--- config.mk ---
export PLATFORM = sky130hd
export DESIGN_NAME = mono_bitmap_color_expander_unit
export DESIGN_NICKNAME = d
export VERILOG_FILES = /design/src/rtl/mbce_pkg.sv /design/src/rtl/mono_bitmap_color_expander_unit.sv /design/src/rtl/mbce_lane.sv /design/src/rtl/mbce_sequencer.sv /design/src/rtl/mbce_merge.sv
export SDC_FILE = /design/constraint.sdc
export NUM_CORES = 1
export LEC_CHECK = 0
export BUFFER_PORTS_ARGS = -buffer_cell sky130_fd_sc_hd__buf_4
export CORE_AREA = 10 10 200 202
export DETAILED_ROUTE_END_ITERATION = 6
export DIE_AREA = 0 0 210 212
export GPL_ROUTABILITY_DRIVEN = 0
export GPL_TIMING_DRIVEN = 0
export PLACE_DENSITY = 0.67
export SYNTH_ARGS = -nofsm -noshare
export SYNTH_HDL_FRONTEND = slang
export SYNTH_SLANG_ARGS = --single-unit
--- constraint.sdc ---
create_clock -name clk_i -period 11.9 [get_ports clk_i]
set_clock_uncertainty 0.15 [all_clocks]
set_input_delay 1.785 -clock clk_i [delete_from_list [all_inputs] [get_ports clk_i]]
set_output_delay 1.785 -clock clk_i [all_outputs]
set_load 0.1 [all_outputs]
--- src/rtl/mbce_pkg.sv ---
package mbce_pkg;

  // Default values of the top-level parameters.
  localparam int MaxWidthDef     = 256;
  localparam int CoordBitsDef    = 10;
  localparam int ColourLevelsDef = 4;

  // Fixed field widths, lane count and maximum block height.
  localparam int ByteBits   = 8;
  localparam int Lanes      = 8;
  localparam int LaneBits   = 3;
  localparam int WidthBits  = 9;
  localparam int HeightBits = 9;
  localparam int RowBits    = 8;
  localparam int BprBits    = 7;
  localparam int ColourBits = 2;
  localparam int ColCmpBits = 10;
  localparam int MaxHeight  = 256;
  localparam int ApbAddrBits = 5;
  localparam int ApbDataBits = 32;

  // Register reset values.
  localparam int WidthReset     = 8;
  localparam int HeightReset    = 8;
  localparam int ClipRightReset = 511;
  localparam int ForeReset      = 3;

  // Register indexes on the configuration port.
  typedef enum logic [2:0] {
    REG_ORIGIN_X     = 3'd0,
    REG_ORIGIN_Y     = 3'd1,
    REG_BLOCK_WIDTH  = 3'd2,
    REG_BLOCK_HEIGHT = 3'd3,
    REG_CLIP_LEFT    = 3'd4,
    REG_CLIP_RIGHT   = 3'd5,
    REG_BACK_COLOUR  = 3'd6,
    REG_FORE_COLOUR  = 3'd7
  } cfg_reg_e;

  // Per-byte flags carried from the sequencer to the lanes and merge stage.
  typedef struct packed {
    logic enable;      // clip window non-empty and byte column inside the row
    logic last_block;  // this byte is the last one of the block
  } byte_flags_t;

endpackage

--- src/rtl/mono_bitmap_color_expander_unit.sv ---
// Channel        Dir  Handshake              Payload
// s_axis         in   tvalid/tready          tdata: bitmap_byte; tuser: first_of_block
// m_axis         out  tvalid/tready          tdata: pixel_x, pixel_y, pixel_colour;
//                                            tlast: last_of_byte; tuser: last_of_block
// apb            in   psel/penable/pready    eight configuration registers at 4*i
//
// Eight combinational lanes evaluate all pixels of a byte; the merge stage then sends
// one pixel per cycle unless m_axis stalls, and none for a byte with no visible pixels.
// An accepted byte is registered in the sequencer stage, its lane results are loaded
// into the merge stage, and its first pixel then enters the output register (tvalid).
// Reset clears counters, valids and registers to their defaults. An output stall holds
// the pending byte; one more waits in the sequencer stage before s_axis_tready drops.
module mono_bitmap_color_expander_unit #(
  parameter int MaxWidth     = mbce_pkg::MaxWidthDef,
  parameter int CoordBits    = mbce_pkg::CoordBitsDef,
  parameter int ColourLevels = mbce_pkg::ColourLevelsDef
) (
  input  logic                                   clk_i,
  input  logic                                   rst_ni,
  // bitmap_byte [7:0]
  input  logic [mbce_pkg::ByteBits-1:0]          s_axis_tdata,
  // first_of_block [0]
  input  logic                                   s_axis_tuser,
  input  logic                                   s_axis_tvalid,
  output logic                                   s_axis_tready,
  // pixel_x, pixel_y, pixel_colour from bit 0 up, zero filled to bytes
  output logic [((2*CoordBits+mbce_pkg::ColourBits+7)/8)*8-1:0] m_axis_tdata,
  output logic                                   m_axis_tlast,
  // last_of_block [0]
  output logic                                   m_axis_tuser,
  output logic                                   m_axis_tvalid,
  input  logic                                   m_axis_tready,
  input  logic                                   psel,
  input  logic                                   penable,
  input  logic                                   pwrite,
  input  logic [mbce_pkg::ApbAddrBits-1:0]       paddr,
  input  logic [mbce_pkg::ApbDataBits-1:0]       pwdata,
  output logic [mbce_pkg::ApbDataBits-1:0]       prdata,
  output logic                                   pready
);
  import mbce_pkg::*;

  localparam int OutBits  = ((2*CoordBits+ColourBits+7)/8)*8;
  localparam int EffWidth = (MaxWidth < 511) ? MaxWidth : 511;
  localparam int BprMax   = (EffWidth + 7) / 8;
  localparam int ColBits  = (BprMax > 1) ? $clog2(BprMax) : 1;

  logic [CoordBits-1:0]  origin_x_q, origin_y_q, clip_left_q, clip_right_q;
  logic [WidthBits-1:0]  width_q;
  logic [HeightBits-1:0] height_q;
  logic [ColourBits-1:0] back_q, fore_q;

  cfg_reg_e              reg_idx;
  logic                  cfg_write;
  logic [WidthBits-1:0]  width_eff;
  logic [HeightBits-1:0] height_eff;
  logic [ColourBits-1:0] fore_sat, back_sat;
  logic                  clip_ok;

  logic                  a_valid, a_ready;
  logic [ByteBits-1:0]   a_data;
  logic [ColBits-1:0]    a_col;
  logic [CoordBits-1:0]  a_y;
  byte_flags_t           a_flags;

  logic [Lanes-1:0]                  lane_hit;
  logic [Lanes-1:0][CoordBits-1:0]   lane_x;
  logic [Lanes-1:0][ColourBits-1:0]  lane_colour;

  logic [CoordBits-1:0]  out_x, out_y;
  logic [ColourBits-1:0] out_colour;

  // Configuration register file.
  assign reg_idx   = cfg_reg_e'(paddr[ApbAddrBits-1:2]);
  assign cfg_write = psel && penable && pwrite;
  assign pready    = 1'b1;

  always_ff @(posedge clk_i or negedge rst_ni) begin
    if (!rst_ni) begin
      origin_x_q   <= '0;
      origin_y_q   <= '0;
      width_q      <= WidthBits'(WidthReset);
      height_q     <= HeightBits'(HeightReset);
      clip_left_q  <= '0;
      clip_right_q <= CoordBits'(ClipRightReset);
      back_q       <= '0;
      fore_q       <= ColourBits'(ForeReset);
    end else if (cfg_write) begin
      unique case (reg_idx)
        REG_ORIGIN_X:     origin_x_q   <= pwdata[CoordBits-1:0];
        REG_ORIGIN_Y:     origin_y_q   <= pwdata[CoordBits-1:0];
        REG_BLOCK_WIDTH:  width_q      <= pwdata[WidthBits-1:0];
        REG_BLOCK_HEIGHT: height_q     <= pwdata[HeightBits-1:0];
        REG_CLIP_LEFT:    clip_left_q  <= pwdata[CoordBits-1:0];
        REG_CLIP_RIGHT:   clip_right_q <= pwdata[CoordBits-1:0];
        REG_BACK_COLOUR:  back_q       <= pwdata[ColourBits-1:0];
        REG_FORE_COLOUR:  fore_q       <= pwdata[ColourBits-1:0];
        default:          ;
      endcase
    end
  end

  // Register read-back.
  always_comb begin
    unique case (reg_idx)
      REG_ORIGIN_X:     prdata = ApbDataBits'(origin_x_q);
      REG_ORIGIN_Y:     prdata = ApbDataBits'(origin_y_q);
      REG_BLOCK_WIDTH:  prdata = ApbDataBits'(width_q);
      REG_BLOCK_HEIGHT: prdata = ApbDataBits'(height_q);
      REG_CLIP_LEFT:    prdata = ApbDataBits'(clip_left_q);
      REG_CLIP_RIGHT:   prdata = ApbDataBits'(clip_right_q);
      REG_BACK_COLOUR:  prdata = ApbDataBits'(back_q);
      REG_FORE_COLOUR:  prdata = ApbDataBits'(fore_q);
      default:          prdata = '0;
    endcase
  end

  // Clamp the geometry and colours to their legal ranges.
  always_comb begin
    if (width_q == '0) begin
      width_eff = WidthBits'(1);
    end else if (32'(width_q) > MaxWidth) begin
      width_eff = WidthBits'(MaxWidth);
    end else begin
      width_eff = width_q;
    end
    if (height_q == '0) begin
      height_eff = HeightBits'(1);
    end else if (32'(height_q) > MaxHeight) begin
      height_eff = HeightBits'(MaxHeight);
    end else begin
      height_eff = height_q;
    end
    fore_sat = (32'(fore_q) >= ColourLevels) ? ColourBits'(ColourLevels - 1) : fore_q;
    back_sat = (32'(back_q) >= ColourLevels) ? ColourBits'(ColourLevels - 1) : back_q;
    clip_ok  = signed'(clip_left_q) <= signed'(clip_right_q);
  end

  mbce_sequencer #(
    .CoordBits(CoordBits),
    .ColBits  (ColBits)
  ) u_seq (
    .clk_i      (clk_i),
    .rst_ni     (rst_ni),
    .in_valid_i (s_axis_tvalid),
    .in_ready_o (s_axis_tready),
    .in_data_i  (s_axis_tdata),
    .in_first_i (s_axis_tuser),
    .width_i    (width_eff),
    .height_i   (height_eff),
    .origin_y_i (origin_y_q),
    .clip_ok_i  (clip_ok),
    .a_valid_o  (a_valid),
    .a_ready_i  (a_ready),
    .a_data_o   (a_data),
    .a_col_o    (a_col),
    .a_y_o      (a_y),
    .a_flags_o  (a_flags)
  );

  // One lane per bitmap bit; lane 0 is the leftmost pixel (bit 7).
  for (genvar g = 0; g < Lanes; g++) begin : g_lane
    mbce_lane #(
      .CoordBits(CoordBits),
      .ColBits  (ColBits),
      .Lane     (g)
    ) u_lane (
      .enable_i     (a_flags.enable),
      .data_bit_i   (a_data[ByteBits-1-g]),
      .col_base_i   (a_col),
      .width_i      (width_eff),
      .origin_x_i   (origin_x_q),
      .clip_left_i  (clip_left_q),
      .clip_right_i (clip_right_q),
      .fore_i       (fore_sat),
      .back_i       (back_sat),
      .hit_o        (lane_hit[g]),
      .x_o          (lane_x[g]),
      .colour_o     (lane_colour[g])
    );
  end

  mbce_merge #(
    .CoordBits(CoordBits)
  ) u_merge (
    .clk_i            (clk_i),
    .rst_ni           (rst_ni),
    .a_valid_i        (a_valid),
    .a_ready_o        (a_ready),
    .hit_i            (lane_hit),
    .x_i              (lane_x),
    .colour_i         (lane_colour),
    .y_i              (a_y),
    .flags_i          (a_flags),
    .out_valid_o      (m_axis_tvalid),
    .out_ready_i      (m_axis_tready),
    .out_x_o          (out_x),
    .out_y_o          (out_y),
    .out_colour_o     (out_colour),
    .out_last_byte_o  (m_axis_tlast),
    .out_last_block_o (m_axis_tuser)
  );

  assign m_axis_tdata = OutBits'({out_colour, out_y, out_x});

endmodule

--- src/rtl/mbce_lane.sv ---
module mbce_lane #(
  parameter int CoordBits = mbce_pkg::CoordBitsDef,
  parameter int ColBits   = 5,
  parameter int Lane      = 0
) (
  input  logic                                    enable_i,
  input  logic                                    data_bit_i,
  input  logic [ColBits-1:0]                      col_base_i,
  input  logic [mbce_pkg::WidthBits-1:0]          width_i,
  input  logic [CoordBits-1:0]                    origin_x_i,
  input  logic [CoordBits-1:0]                    clip_left_i,
  input  logic [CoordBits-1:0]                    clip_right_i,
  input  logic [mbce_pkg::ColourBits-1:0]         fore_i,
  input  logic [mbce_pkg::ColourBits-1:0]         back_i,
  output logic                                    hit_o,
  output logic [CoordBits-1:0]                    x_o,
  output logic [mbce_pkg::ColourBits-1:0]         colour_o
);
  import mbce_pkg::*;

  // Wide enough for origin plus column without overflow.
  localparam int XBits = ((CoordBits > ColCmpBits) ? CoordBits : ColCmpBits) + 2;

  logic [ColBits+LaneBits-1:0] col;
  logic [ColCmpBits-1:0]       col_ext;
  logic signed [XBits-1:0]     x_full;
  logic signed [XBits-1:0]     cl_ext;
  logic signed [XBits-1:0]     cr_ext;
  logic                        in_row;

  // Column of this lane's pixel inside the bitmap row.
  assign col     = {col_base_i, LaneBits'(Lane)};
  assign col_ext = ColCmpBits'(col);
  assign in_row  = col_ext < ColCmpBits'(width_i);

  // Display x and the clip compare, all signed.
  assign x_full = signed'({{(XBits-CoordBits){origin_x_i[CoordBits-1]}}, origin_x_i})
                + signed'(XBits'(col_ext));
  assign cl_ext = signed'({{(XBits-CoordBits){clip_left_i[CoordBits-1]}}, clip_left_i});
  assign cr_ext = signed'({{(XBits-CoordBits){clip_right_i[CoordBits-1]}}, clip_right_i});

  assign hit_o    = enable_i && in_row && (x_full >= cl_ext) && (x_full <= cr_ext);
  assign x_o      = x_full[CoordBits-1:0];
  assign colour_o = data_bit_i ? fore_i : back_i;

endmodule

--- src/rtl/mbce_sequencer.sv ---
module mbce_sequencer #(
  parameter int CoordBits = mbce_pkg::CoordBitsDef,
  parameter int ColBits   = 5
) (
  input  logic                               clk_i,
  input  logic                               rst_ni,
  input  logic                               in_valid_i,
  output logic                               in_ready_o,
  input  logic [mbce_pkg::ByteBits-1:0]      in_data_i,
  input  logic                               in_first_i,
  input  logic [mbce_pkg::WidthBits-1:0]     width_i,
  input  logic [mbce_pkg::HeightBits-1:0]    height_i,
  input  logic [CoordBits-1:0]               origin_y_i,
  input  logic                               clip_ok_i,
  output logic                               a_valid_o,
  input  logic                               a_ready_i,
  output logic [mbce_pkg::ByteBits-1:0]      a_data_o,
  output logic [ColBits-1:0]                 a_col_o,
  output logic [CoordBits-1:0]               a_y_o,
  output mbce_pkg::byte_flags_t              a_flags_o
);
  import mbce_pkg::*;

  logic [ColBits-1:0]  col_q, col_d;
  logic [RowBits-1:0]  row_q, row_d;
  logic                a_valid_q, a_valid_d;
  logic [ByteBits-1:0] a_data_q;
  logic [ColBits-1:0]  a_col_q;
  logic [CoordBits-1:0] a_y_q;
  byte_flags_t         a_flags_q;

  logic                accept;
  logic [ColBits-1:0]  cur_col;
  logic [RowBits-1:0]  cur_row;
  logic [BprBits-1:0]  bpr;
  logic [BprBits-1:0]  col_inc;
  logic [HeightBits-1:0] row_inc;
  logic                row_end;
  logic                block_end;
  byte_flags_t         flags;

  assign in_ready_o = !a_valid_q || a_ready_i;
  assign accept     = in_valid_i && in_ready_o;

  // Counter update for the byte being accepted.
  always_comb begin
    cur_col   = in_first_i ? '0 : col_q;
    cur_row   = in_first_i ? '0 : row_q;
    bpr       = BprBits'((WidthBits+1)'(width_i) + (WidthBits+1)'(7) >> 3);
    col_inc   = BprBits'(cur_col) + BprBits'(1);
    row_inc   = HeightBits'(cur_row) + HeightBits'(1);
    row_end   = col_inc >= bpr;
    block_end = row_inc >= height_i;
    flags.last_block = row_end && block_end;
    flags.enable     = clip_ok_i && (BprBits'(cur_col) < bpr);
    col_d     = col_q;
    row_d     = row_q;
    a_valid_d = a_valid_q;
    if (accept) begin
      a_valid_d = 1'b1;
      if (row_end) begin
        col_d = '0;
        row_d = block_end ? '0 : row_inc[RowBits-1:0];
      end else begin
        col_d = col_inc[ColBits-1:0];
        row_d = cur_row;
      end
    end else if (a_ready_i) begin
      a_valid_d = 1'b0;
    end
  end

  // Counters and stage valid.
  always_ff @(posedge clk_i or negedge rst_ni) begin
    if (!rst_ni) begin
      col_q     <= '0;
      row_q     <= '0;
      a_valid_q <= 1'b0;
    end else begin
      col_q     <= col_d;
      row_q     <= row_d;
      a_valid_q <= a_valid_d;
    end
  end

  // Byte payload for the lanes.
  always_ff @(posedge clk_i) begin
    if (accept) begin
      a_data_q  <= in_data_i;
      a_col_q   <= cur_col;
      a_y_q     <= origin_y_i + CoordBits'(cur_row);
      a_flags_q <= flags;
    end
  end

  assign a_valid_o = a_valid_q;
  assign a_data_o  = a_data_q;
  assign a_col_o   = a_col_q;
  assign a_y_o     = a_y_q;
  assign a_flags_o = a_flags_q;

endmodule

--- src/rtl/mbce_merge.sv ---
module mbce_merge #(
  parameter int CoordBits = mbce_pkg::CoordBitsDef
) (
  input  logic                                                  clk_i,
  input  logic                                                  rst_ni,
  input  logic                                                  a_valid_i,
  output logic                                                  a_ready_o,
  input  logic [mbce_pkg::Lanes-1:0]                            hit_i,
  input  logic [mbce_pkg::Lanes-1:0][CoordBits-1:0]             x_i,
  input  logic [mbce_pkg::Lanes-1:0][mbce_pkg::ColourBits-1:0]  colour_i,
  input  logic [CoordBits-1:0]                                  y_i,
  input  mbce_pkg::byte_flags_t                                 flags_i,
  output logic                                                  out_valid_o,
  input  logic                                                  out_ready_i,
  output logic [CoordBits-1:0]                                  out_x_o,
  output logic [CoordBits-1:0]                                  out_y_o,
  output logic [mbce_pkg::ColourBits-1:0]                       out_colour_o,
  output logic                                                  out_last_byte_o,
  output logic                                                  out_last_block_o
);
  import mbce_pkg::*;

  logic [Lanes-1:0]                  mask_q, mask_d;
  logic [Lanes-1:0][CoordBits-1:0]   x_q;
  logic [Lanes-1:0][ColourBits-1:0]  colour_q;
  logic [CoordBits-1:0]              y_q;
  logic                              last_block_q;
  logic                              out_valid_q, out_valid_d;
  logic [CoordBits-1:0]              out_x_q;
  logic [CoordBits-1:0]              out_y_q;
  logic [ColourBits-1:0]             out_colour_q;
  logic                              out_last_byte_q;
  logic                              out_last_block_q;

  logic [LaneBits-1:0] sel;
  logic [Lanes-1:0]    rest;
  logic [Lanes-1:0]    remain;
  logic                out_free;
  logic                pop;
  logic                load;

  // Pick the leftmost pending pixel and decide whether the next byte loads.
  always_comb begin
    sel = '0;
    for (int i = Lanes - 1; i >= 0; i--) begin
      if (mask_q[i]) begin
        sel = LaneBits'(i);
      end
    end
    rest        = mask_q & ~(Lanes'(1) << sel);
    out_free    = !out_valid_q || out_ready_i;
    pop         = (|mask_q) && out_free;
    remain      = pop ? rest : mask_q;
    a_ready_o   = remain == '0;
    load        = a_valid_i && a_ready_o;
    mask_d      = load ? hit_i : remain;
    out_valid_d = pop ? 1'b1 : (out_free ? 1'b0 : out_valid_q);
  end

  // Pending mask and output valid.
  always_ff @(posedge clk_i or negedge rst_ni) begin
    if (!rst_ni) begin
      mask_q      <= '0;
      out_valid_q <= 1'b0;
    end else begin
      mask_q      <= mask_d;
      out_valid_q <= out_valid_d;
    end
  end

  // Lane results of the byte in progress.
  always_ff @(posedge clk_i) begin
    if (load) begin
      x_q          <= x_i;
      colour_q     <= colour_i;
      y_q          <= y_i;
      last_block_q <= flags_i.last_block;
    end
  end

  // Output register: one pixel transaction at a time.
  always_ff @(posedge clk_i) begin
    if (pop) begin
      out_x_q          <= x_q[sel];
      out_y_q          <= y_q;
      out_colour_q     <= colour_q[sel];
      out_last_byte_q  <= rest == '0;
      out_last_block_q <= (rest == '0) && last_block_q;
    end
  end

  assign out_valid_o      = out_valid_q;
  assign out_x_o          = out_x_q;
  assign out_y_o          = out_y_q;
  assign out_colour_o     = out_colour_q;
  assign out_last_byte_o  = out_last_byte_q;
  assign out_last_block_o = out_last_block_q;

endmodule
==> impl_metrics.py <==
metrics = {
    "cells_and_area": {
        "drive_gt1_share_pct": 14.06,
        "final_util_pct": 50.40,
        "syn2layout_area_growth_pct": 13.15,
        "fillers": 3257,
        "antenna_cells": 0,
        "layout.nets": 1924,
    },
    "outcome": {
        "status": "completed",
    },
    "yosys": {
        "ys_ff_latch": 231,
        "synth_xor_area_share_pct": 3.978,
        "synth_ff_type": "edfxtp_1",
        "yosysSeqAreaShare_pct": 40.61,
        "synth_top_family_by_area": "compound AO/OA/AOI/OAI gates",
        "synth_compound_area_share_pct": 17.25,
        "synthArstFlopShare_pct": 36.80,
        "synth_simple_gate_area_share_pct": 11.03,
        "synth-edff-count": 146,
        "synth_top_area_share_pct": 27.27,
        "synth_area_leaders": "edfxtp_1 (27%), ha_1 (17%), dfrtp_1 (11%), mux2_2 (4.1%), a21oi_1 (3.5%)",
        "syn_area_sq_mm": 0.01607,
        "avgSynthCellArea_sq_um": 10.49,
        "synth_cells": 1532,
        "synth_top_cell_by_area": "edfxtp_1",
        "muxShareOfSynthArea_pct": 5.449,
        "synthAdderAreaFrac_pct": 17.19,
        "netlist-cell-type-count": 82,
        "ys_warn_count": 0,
    },
    "critical_path": {
        "arrival_ns": 4.33,
        "endpoint_kind": "output port",
        "worstSetupPathType": "input pin to output port",
        "cp_max_fo": 10,
        "cp-start-kind": "input pin",
        "crit_required_ns": 9.97,
    },
    "grt": {
        "grt_pass1_vias": 12930,
        "grt_use_total_pct": 21.87,
        "grt_pass1_wl_mm": 76.22,
        "antenna_found_initial": 0,
        "grt_max_degree": 86,
        "grt_overflow": 0,
    },
    "clock_tree": {
        "cts_sinks": 231,
        "cts_tree": "yes",
        "cts_setup_buffers": 0,
        "hold_buffers": 0,
        "clk_latency_ns": 0.54,
        "cts-root-buf": "clkbuf_16",
        "cts-htree-levels": 1,
        "clkSlewWorstSetupHoldPaths_ns": 0.06,
        "cts_buffers": 26,
        "post_cts_resized": 0,
        "clk_path_buf_depth": 3,
    },
    "detailed_routing": {
        "vias": 13260,
        "drtIter0Drc": 1366,
        "wl_mm": 50.25,
        "drtPass1Iterations": 6,
        "ant_nets": 0,
        "routedWlPerCell_um": 23.48,
        "via_per_inst": 6.198,
        "drc": 0,
    },
    "sta": {
        "min_period_over_period_pct": 52.67,
        "maxSlewViolCount": 0,
        "worst_slew_pin_slew_ns": 1.094,
        "setup_viol": 0,
        "fmax_mhz": 159.5,
        "tns_ns": 0,
        "finalHoldViolations": 0,
        "rsz0062_at_grt": "no",
        "slew_headroom_pct": 27.05,
        "post-route-min-period_ns": 6.268,
    },
    "floorplanning": {
        "die_h_um": 212,
        "dieWidth_um": 210,
        "rows": 70,
        "initial_core_util_pct": 44.55,
        "io_pins": 114,
        "dieArea_sq_mm": 0.04452,
        "core_sq_mm": 0.03608,
    },
    "power_and_ir_drop": {
        "internal_power_mw": 2.745,
        "p_sw_share_pct": 47.57,
        "power_density_mw_per_mm2": 287.9,
        "p_switching_mw": 2.491,
        "p_seq_share_pct": 27.9,
        "power_frac_clock_pct": 15.6,
        "vdd_drop_max_mv": 0.2350,
        "pwr-share-comb_pct": 56.5,
        "leakage_nw": 7.955,
    },
    "placed_design": {
        "port_buffers": 61,
        "hpwl_mm": 37.88,
    },
    "min_path": {
        "hp-class": "flop to flop",
    },
    "job": {
        "drv_cap": 0,
    },
}
## metrics by stage
| stage | cells | setup slack [ns] | area [sq um] | hold slack (ns) | total power, mW |
|---|---|---|---|---|---|
| final | 2140 | 5.632 | 18190 | 0.2688 | 5.236 |
| after global routing | 2140 | 5.589 | 18190 | 0.2748 | 5.537 |
| after CTS | 2140 | 5.722 | 18190 | 0.2645 | 5.192 |
| after detailed placement | 2092 | 5.755 | 17320 | 0.2552 | 4.359 |
| after global placement | 2084 | 2.268 | 17200 | 0.2515 | 4.246 |
| after floorplan | 1555 | 4.822 | 16160 | 0.2503 | 3.460 |
## state kept, by name, summed over array words and instances (netlist names), 10 cells and up
signal / count
clip_left_q: 10
clip_right_q: 10
origin_x_q: 10
origin_y_q: 10
u_merge.colour_q: 16
u_merge.out_x_o: 10
u_merge.out_y_o: 10
u_merge.x_q: 70
u_merge.y_q: 10
u_seq.a_y_o: 10
## routing by layer
layer  global-route usage (%)  vias to the layer above  routed length [um]
met1                    29.06                     6466               20980
met5                        0                        -                   0
met3                    3.830                      156                4289
li1                         -                     5979                   -
met4                    9.278                        0                2466
met2                    34.49                      662               22510
## cells in the final DEF, fill, tap and decap left out, drive strengths merged, types with 72 or more instances in the layout
| master | n |
|---|---|
| ha | 216 |
| edfxtp | 146 |
| a21oi | 113 |
| buf | 103 |
| o21ai | 102 |
| nand2 | 87 |
| inv | 81 |
| nor2 | 80 |
| clkbuf | 80 |
| dfrtp | 72 |
## cells in the mapped netlist, types with 22 or more instances
library cell and number:
nand3_1 27, o21ai_0 102, inv_1 80, nor3_1 26
clkbuf_1 46, nor2_1 80, ha_1 216, xnor2_1 51
dfrtp_1 72, a21o_1 38, buf_4 25, nand2_1 87
mux2_2 58, nor2b_1 24, xor2_1 22, edfxtp_1 146
a21oi_1 112
## final timing paths
kind                                  start                 to  slack [ns]  cells past startpoint
setup / recovery                   paddr[2]          prdata[3]        5.63                      6
hold / removal               u_seq.a_y_o[8]     u_merge.y_q[8]        0.27                      0
setup reg to reg           u_seq.a_col_o[0]  u_merge.mask_q[3]        6.77                     16
hold reg to reg              u_seq.a_y_o[8]     u_merge.y_q[8]        0.27                      0
max in group asynchronous            rst_ni  u_merge.mask_q[1]        9.60                      1
min in group asynchronous            rst_ni     u_seq.row_q[4]        1.29                      1
## critical path, cell delays in order
cell and delay [ns]:
clkbuf_1 0.57, buf_1 0.59, clkbuf_1 0.49, nor3_1 0.18
a21oi_1 0.34, buf_4 0.36
## power groups by stage
stage	Clock (mW)	Sequential [mW]	Combinational [mW]
after floorplan	0	1.75	1.71
after global routing	0.865	1.49	3.19
after CTS	0.832	1.46	2.90
after global placement	0	1.48	2.76
final	0.817	1.46	2.96
after detailed placement	0	1.47	2.89
## logic make-up after synthesis
kind of cell             Yosys count
XOR/XNOR                          73
other                              2
multiplexers                      74
buffers and inverters            163
AND/OR/NAND/NOR                  346
flip-flops                       231
adder cells (fa/ha/maj)          219
AO/OA/AOI/OAI                    424
## area by class of cell
| class | count | area, sq um | share of cell area (%) |
|---|---|---|---|
| tap | 468 | 585.6 | 3.220 |
| inverter | 83 | 311.5 | 1.713 |
| sequential | 231 | 6528 | 35.89 |
| multi-input combinational | 1161 | 8929 | 49.09 |
| clock buffer | 34 | 721.9 | 3.969 |
| buffer | 80 | 404.1 | 2.222 |
| timing repair buffer | 69 | 559.3 | 3.075 |
| clock inverter | 14 | 148.9 | 0.8187 |
No activity file was read; power rests on OpenSTA's default activity.
